`src/rtl/pszn_pkg.sv`:
```
// shared constants, widths and types of the point set z-score normalizer
// no dependencies
`timescale 1ns / 1ps

package pszn_pkg;

    localparam int MAX_POINTS = 64;
    localparam int FRAC_BITS  = 12;
    localparam int COORD_W    = 10;
    localparam int OUT_W      = 16;

    localparam int PTR_W  = $clog2(MAX_POINTS);
    localparam int CNT_W  = $clog2(MAX_POINTS + 1);
    localparam int SUM_W  = COORD_W + CNT_W;
    localparam int SQ_W   = 2 * COORD_W;
    localparam int QSUM_W = SQ_W + CNT_W;
    localparam int NQ_W   = QSUM_W + CNT_W;
    localparam int SS_W   = 2 * SUM_W;
    localparam int D_W    = NQ_W;
    localparam int DIFF_W = ((SS_W > NQ_W) ? SS_W : NQ_W) + 1;
    localparam int ND_W   = D_W + CNT_W;
    localparam int NV_W   = CNT_W + 1 + COORD_W;
    localparam int E_W    = ((NV_W > SUM_W) ? NV_W : SUM_W) + 1;
    localparam int MAG_W  = E_W;
    localparam int E2_W   = 2 * MAG_W;
    localparam int R0_W   = E2_W + CNT_W;
    localparam int R_W    = R0_W + 2 * FRAC_BITS;
    localparam int ROOT_W = OUT_W - 1;
    localparam int SQIN_W = 2 * ROOT_W;
    localparam int SR_W   = ROOT_W + 3;
    localparam int ITER_W = $clog2(R_W);

    typedef enum logic [1:0] {
        ST_OK       = 2'd0,
        ST_FEW      = 2'd1,
        ST_ZERO_DEV = 2'd2,
        ST_DROPPED  = 2'd3
    } status_t;

    typedef enum logic [3:0] {
        OP_IDLE,
        OP_STORE,
        OP_DPROD,
        OP_DDIFF,
        OP_NDPROD,
        OP_READ,
        OP_ESCALE,
        OP_EDIFF,
        OP_ESQ,
        OP_RPROD,
        OP_DIV,
        OP_SQINIT,
        OP_SQRT,
        OP_RESULT,
        OP_NEXT,
        OP_CLEAR
    } dp_op_t;

    typedef enum logic [3:0] {
        S_LOAD,
        S_DPROD,
        S_DDIFF,
        S_NDPROD,
        S_READ,
        S_ESCALE,
        S_EDIFF,
        S_ESQ,
        S_RPROD,
        S_DIV,
        S_SQINIT,
        S_SQRT,
        S_RESULT,
        S_EMIT
    } state_t;

    typedef struct packed {
        dp_op_t op;
        logic   axis;
    } dp_cmd_t;

    typedef struct packed {
        logic rd_last;
    } dp_stat_t;

endpackage

```
`src/rtl/pszn_ctrl.sv`:
```
// controller: sequences loading, per set terms, per point divide and root, and output
// depends on pszn_pkg
`timescale 1ns / 1ps

module pszn_ctrl
    import pszn_pkg::*;
(
    input  logic     clk,
    input  logic     rst_n,
    input  logic     in_valid,
    input  logic     end_of_set,
    input  logic     out_stall,
    input  dp_stat_t stat,
    output logic     in_stall,
    output logic     out_valid,
    output dp_cmd_t  cmd
);

    state_t            state_reg, state_next;
    logic              axis_reg, axis_next;
    logic [ITER_W-1:0] iter_reg, iter_next;

    always_ff @(posedge clk or negedge rst_n)
    begin
        if (!rst_n)
        begin
            state_reg <= S_LOAD;
            axis_reg  <= 1'b0;
            iter_reg  <= '0;
        end
        else
        begin
            state_reg <= state_next;
            axis_reg  <= axis_next;
            iter_reg  <= iter_next;
        end
    end

    always_comb
    begin
        state_next = state_reg;
        axis_next  = axis_reg;
        iter_next  = iter_reg;
        in_stall   = 1'b1;
        out_valid  = 1'b0;
        cmd.op     = OP_IDLE;
        cmd.axis   = axis_reg;
        unique case (state_reg)
            S_LOAD:
            begin
                in_stall = 1'b0;
                if (in_valid)
                begin
                    cmd.op = OP_STORE;
                    if (end_of_set)
                    begin
                        state_next = S_DPROD;
                    end
                end
            end
            S_DPROD:
            begin
                cmd.op     = OP_DPROD;
                state_next = S_DDIFF;
            end
            S_DDIFF:
            begin
                cmd.op     = OP_DDIFF;
                state_next = S_NDPROD;
            end
            S_NDPROD:
            begin
                cmd.op     = OP_NDPROD;
                state_next = S_READ;
            end
            S_READ:
            begin
                cmd.op     = OP_READ;
                state_next = S_ESCALE;
            end
            S_ESCALE:
            begin
                cmd.op     = OP_ESCALE;
                state_next = S_EDIFF;
            end
            S_EDIFF:
            begin
                cmd.op     = OP_EDIFF;
                axis_next  = 1'b0;
                state_next = S_ESQ;
            end
            S_ESQ:
            begin
                cmd.op     = OP_ESQ;
                state_next = S_RPROD;
            end
            S_RPROD:
            begin
                cmd.op     = OP_RPROD;
                iter_next  = '0;
                state_next = S_DIV;
            end
            S_DIV:
            begin
                cmd.op    = OP_DIV;
                iter_next = iter_reg + ITER_W'(1);
                if (iter_reg == ITER_W'(R_W - 1))
                begin
                    state_next = S_SQINIT;
                end
            end
            S_SQINIT:
            begin
                cmd.op     = OP_SQINIT;
                iter_next  = '0;
                state_next = S_SQRT;
            end
            S_SQRT:
            begin
                cmd.op    = OP_SQRT;
                iter_next = iter_reg + ITER_W'(1);
                if (iter_reg == ITER_W'(ROOT_W - 1))
                begin
                    state_next = S_RESULT;
                end
            end
            S_RESULT:
            begin
                cmd.op = OP_RESULT;
                if (axis_reg)
                begin
                    axis_next  = 1'b0;
                    state_next = S_EMIT;
                end
                else
                begin
                    axis_next  = 1'b1;
                    state_next = S_ESQ;
                end
            end
            S_EMIT:
            begin
                out_valid = 1'b1;
                if (!out_stall)
                begin
                    if (stat.rd_last)
                    begin
                        cmd.op     = OP_CLEAR;
                        state_next = S_LOAD;
                    end
                    else
                    begin
                        cmd.op     = OP_NEXT;
                        state_next = S_READ;
                    end
                end
            end
            default:
            begin
                state_next = S_LOAD;
            end
        endcase
    end

    a_no_accept_while_emit: assert property (@(posedge clk) disable iff (!rst_n)
        out_valid |-> in_stall)
        else $error("item accepted while a result is pending");

    a_end_starts_calc: assert property (@(posedge clk) disable iff (!rst_n)
        (state_reg == S_LOAD && in_valid && end_of_set) |=> (state_reg == S_DPROD))
        else $error("final item did not start computation");

    a_div_length: assert property (@(posedge clk) disable iff (!rst_n)
        (state_reg == S_DIV && iter_reg == ITER_W'(R_W - 1)) |=> (state_reg == S_SQINIT))
        else $error("divide did not end after its last step");

    a_emit_after_both_axes: assert property (@(posedge clk) disable iff (!rst_n)
        (state_reg == S_EMIT) |-> (axis_reg == 1'b0 && $past(state_reg) != S_DIV))
        else $error("result shown before both axes finished");

endmodule

```
`config.mk`:
```
export PLATFORM = sky130hd
export DESIGN_NAME = pszn_ctrl
export DESIGN_NICKNAME = d
export VERILOG_FILES = /design/src/rtl/pszn_pkg.sv /design/src/rtl/pszn_ctrl.sv
export SDC_FILE = /design/constraint.sdc
export NUM_CORES = 1
export LEC_CHECK = 0
export ABC_AREA = 1
export BUFFER_PORTS_ARGS = -buffer_cell sky130_fd_sc_hd__buf_2
export CAP_MARGIN = 25
export CORE_MARGIN = 5
export CORE_UTILIZATION = 50
export CTS_BUF_LIST = sky130_fd_sc_hd__clkbuf_4 sky130_fd_sc_hd__clkbuf_8 sky130_fd_sc_hd__clkbuf_16
export DETAILED_ROUTE_END_ITERATION = 12
export PLACE_DENSITY = 0.86
export SYNTH_ARGS = -nofsm -noshare
export SYNTH_HDL_FRONTEND = slang
export SYNTH_SLANG_ARGS = --single-unit
```
`constraint.sdc`:
```
create_clock -name clk -period 1.2 [get_ports clk]
set_input_delay 0 -clock clk [delete_from_list [all_inputs] [get_ports clk]]
set_output_delay 0 -clock clk [all_outputs]
set_load 0.03 [all_outputs]
```
# Word-level counts from Yosys, hierarchy flattened
# Index checks and enable logic that the tools add are counted.
# classes
reduce_logical	6
order_cmp	0
n_bitwise	0
addsub	1
n_mul	0
shifts	0
muxes	17
n_eq_ne	20
div_mod_pow	0
# ops
op	count
$pmux 4 s14	2
$mux 4	7
$eq 4x4->1 const B	6
$eq 4x3->1 const B	4
$pmux 7 s2	1
$ne 2x2->1 const B	5
$eq 4x2->1 const B	2
$add 7x1->7 const B	1
$eq 7x4->1 const B	1
$eq 7x7->1 const B	1
$mux 1	5
$reduce_and 5->1	1
$eq 4x1->1 const B	1
$logic_not 4->1	1
$reduce_bool 2->1	2
$reduce_or 2->1	2
$mux 3	1
$pmux 1 s2	1
# word_totals
out_inout_bits	7
regBits	12
latch_bits	0
memories	0
ram_bits	0
input_bits	6
elab_cells	47
rom_bits	0

# Longest topological paths before layout
# logic_depth
depth_word	3
ltp_mapped	9

# Least setup slack after synthesis
# OpenSTA, ideal clock, no wires.
# synth_timing
path_kind	reg-to-output
startpoint	register state_reg[1]
endpoint	output port cmd[1] (netlist name)
t_arrival_ns	1.341
path_stages_with_launch	8
t_required_ns	1.200
path_slack_ns	-0.141
n_path_buf	0
path_cell_list	dfrtp_1 -> inv_2 -> nand2_1 -> nor2_2 -> inv_2 -> nor2_2 -> nand2_1 -> nand3_1
# synth_lines
item	line_no	text
start: declaration	pszn_ctrl.sv:19	state_t state_reg, state_next;
start signal: assignment	pszn_ctrl.sv:33	state_reg <= state_next;
end: declaration	pszn_ctrl.sv:16	output dp_cmd_t cmd

==> metrics.txt <==
ys async rst share 100%; CP max-delay cell dfrtp_2; Reg area 307 um^2; clk_skew 0.00285 ns; syn nets 151; CTS root buf clkbuf_4; sequential area share after synthesis 33.2%; Leak 0.747 nW; CP endpoint kind primary output; Routed Wire Length 3.03 mm; largest cells by area after synthesis dfrtp_1 (33%), nand2_1 (16%), nand3_1 (9.4%); fill count 102; first-pass GRT wire length 4.40 mm; footprint of the multi-input gates 683 um^2; Yosys reg bits 12; Crit path buffers/inverters 2; clk sink count 12; Post-synth EDFFs 0; relative slew slack 81.4%; post-route minimum period 1.49 ns; Largest register FFs 7; IO Port Bufs 12; status complete, but fails checks; leading area contributor after synthesis dfrtp_1; Core Area 0.00173 mm^2; DR WL/cell 14.5 um; Final Worst Setup Slack -0.291 ns; drt drc 0; full die area 0.00276 mm^2; CTS tree built; Mapped Area 903 um^2; Ant. Diodes 0; Longest Clk Path Bufs 2; gr usage total 21.6%; Worst Path Required 1.20 ns; Final period util 124%; share of layout cells above drive strength 1 57.1%; row count 15; VDD IR-drop max 0.451 mV; initial core utilization 52.3%; Distinct cells, synth 18; DRT Pass-1 Iters 4; failing checks setup timing; worst stage delay on the critical path 0.48 ns; final hold violations 0; P&R area growth vs syn 63.7%; HPWL after DPL 1.83 mm; PD cells 511 mW/mm^2; Chip Height 52.5 um; worst skew pair latency 0.27 ns; clk slew on worst S/H paths 0.08 ns; post-route ant nets 0; Synth top area share 33.2%; mean post-synth cell area 6.36 um^2; Yosys Warn Count 0; number of global-route vias before repair 1,076; Post-Syn Instances 142; Worst Path Arrival 1.49 ns; Setup violations, final 15; Final nets 194; most used flip-flop cell after synthesis dfrtp_1; top achievable clock speed 671 MHz; Overflow after GRT 0; RSZ-0062 raised after global routing true; H-tree depth 1; Total Power 756 uW; crit-path leading delay family flip-flops; count leader, synth nand2_1; Setup CP Type flop to primary output; setup tns final -2.15 ns; startpoint types flop; Top-Level Pins 13; Chip Width 52.5 um; Tightest Pin Transition 0.278 ns; most frequent cells after synthesis nand2_1 (38), inv_1 (22), nand3_1 (17); fin. max-slew vios 0; Hold WC Path Type primary input to flop; CP Cell Sequence nor2_1 > inv_1 > o21ai_1 > a21oi_2 > nand3_2 > buf_6; Max Cap Violations 0; largest net degree at the start of global routing 13; initial antenna violation count 0; drt via density 5.39; CTS Buf Count 3; First DRT Iteration DRCs 39; total number of vias 1,126; critical path peak fanout 5; GPL Wtd Cong 0.872
==> tightest hold or removal path, delay by kind of cell <==
kind	cells	cell delay, ns
buffers and inverters	1	0.13
AND/OR/NAND/NOR	2	0.16
==> routing by layer <==
layer / track usage [%] / vias up / part of all wire (%)
met5: 0 / - / 0
met4: 9.36 / 0 / 4.1
met3: 2.85 / 19 / 5.2
met2: 41.9 / 53 / 52
met1: 22.6 / 524 / 39
li1: - / 530 / -
==> stage by stage <==
step | cells | utilization, % | worst slack [ns] | hold WS (ns) | area [um^2]
3_3_place_gp | 193 | 65.1 | -0.0344 | -0.108 | 1120
2_1_floorplan | 142 | - | 0.0106 | -0.296 | 928
4_1_cts | 206 | 77.2 | -0.227 | 0.0342 | 1330
3_5_place_dp | 193 | 65.1 | -0.0648 | -0.105 | 1120
6_report | 209 | 85.7 | -0.291 | 0.0413 | 1480
5_1_grt | 209 | 85.7 | -0.364 | 0.0756 | 1480
==> power by group <==
| group | leakage, nW | total (mW) | switching, mW | internal (mW) |
|---|---|---|---|---|
| Sequential | 0.138 | 0.404 | 0 | 0.404 |
| Clock | 0.0210 | 0.329 | 0.144 | 0.184 |
| Combinational | 0.588 | 0.0234 | 0.0148 | 0.00868 |
| Total | 0.747 | 0.756 | 0.159 | 0.597 |
==> cell type report <==
cell class / instances / area share (%)
flip-flops and latches: 12 / 20.7
well taps: 25 / 2.12
repair buffers: 40 / 21.3
inverters: 27 / 7.19
clock buffers: 4 / 2.45
multi-input cells: 101 / 46.2
==> final timing paths <==
kind | startpoint | end | slack (ns) | cells after the start
setup / recovery | state_reg[2] | cmd[1] | -0.29 | 6
hold / removal | out_stall | state_reg[2] | 0.04 | 3
setup reg to reg | state_reg[2] | state_reg[1] | -0.14 | 8
hold reg to reg | axis_reg | axis_reg | 0.56 | 2
max in group asynchronous | rst_n | state_reg[0] | 0.84 | 2
min in group asynchronous | rst_n | iter_reg[6] | 0.13 | 2
==> cell usage in the layout (no fill, tap or decap), types with 5 or more instances in the layout <==
| cell | instances |
|---|---|
| dfrtp_1 | 7 |
| inv_1 | 12 |
| nor2_2 | 6 |
| nor2_4 | 8 |
| nand3_1 | 8 |
| o21ai_1 | 5 |
| dfrtp_2 | 5 |
| buf_6 | 8 |
| nand2_2 | 9 |
| nand2_1 | 29 |
| buf_2 | 7 |
| inv_2 | 13 |
| nor2_1 | 5 |
| nand3_2 | 9 |
| buf_4 | 24 |
==> cells by family (layout without fill, tap and decap cells) <==
logic type	after synthesis	count (layout)	synth area share, %
buffers and inverters	29	71	12.9
and+or+nand+nor	84	84	40.9
xor gates and xnor gates	1	1	0.970
DFF	12	12	33.2
AOI/OAI and AO/OA	13	13	7.89
adders and majority gates	3	3	4.16
==> timing repair <==
item / in CTS / in global routing
pin swaps: 6 / 15
setup endpoints to repair: 16 / 17
resized for setup: 39 / 35
setup buffers: 8 / 4
hold buffers: 1 / 0
hold endpoints to repair: 12 / 0
Note: power is estimated with default switching activity, not from simulation.
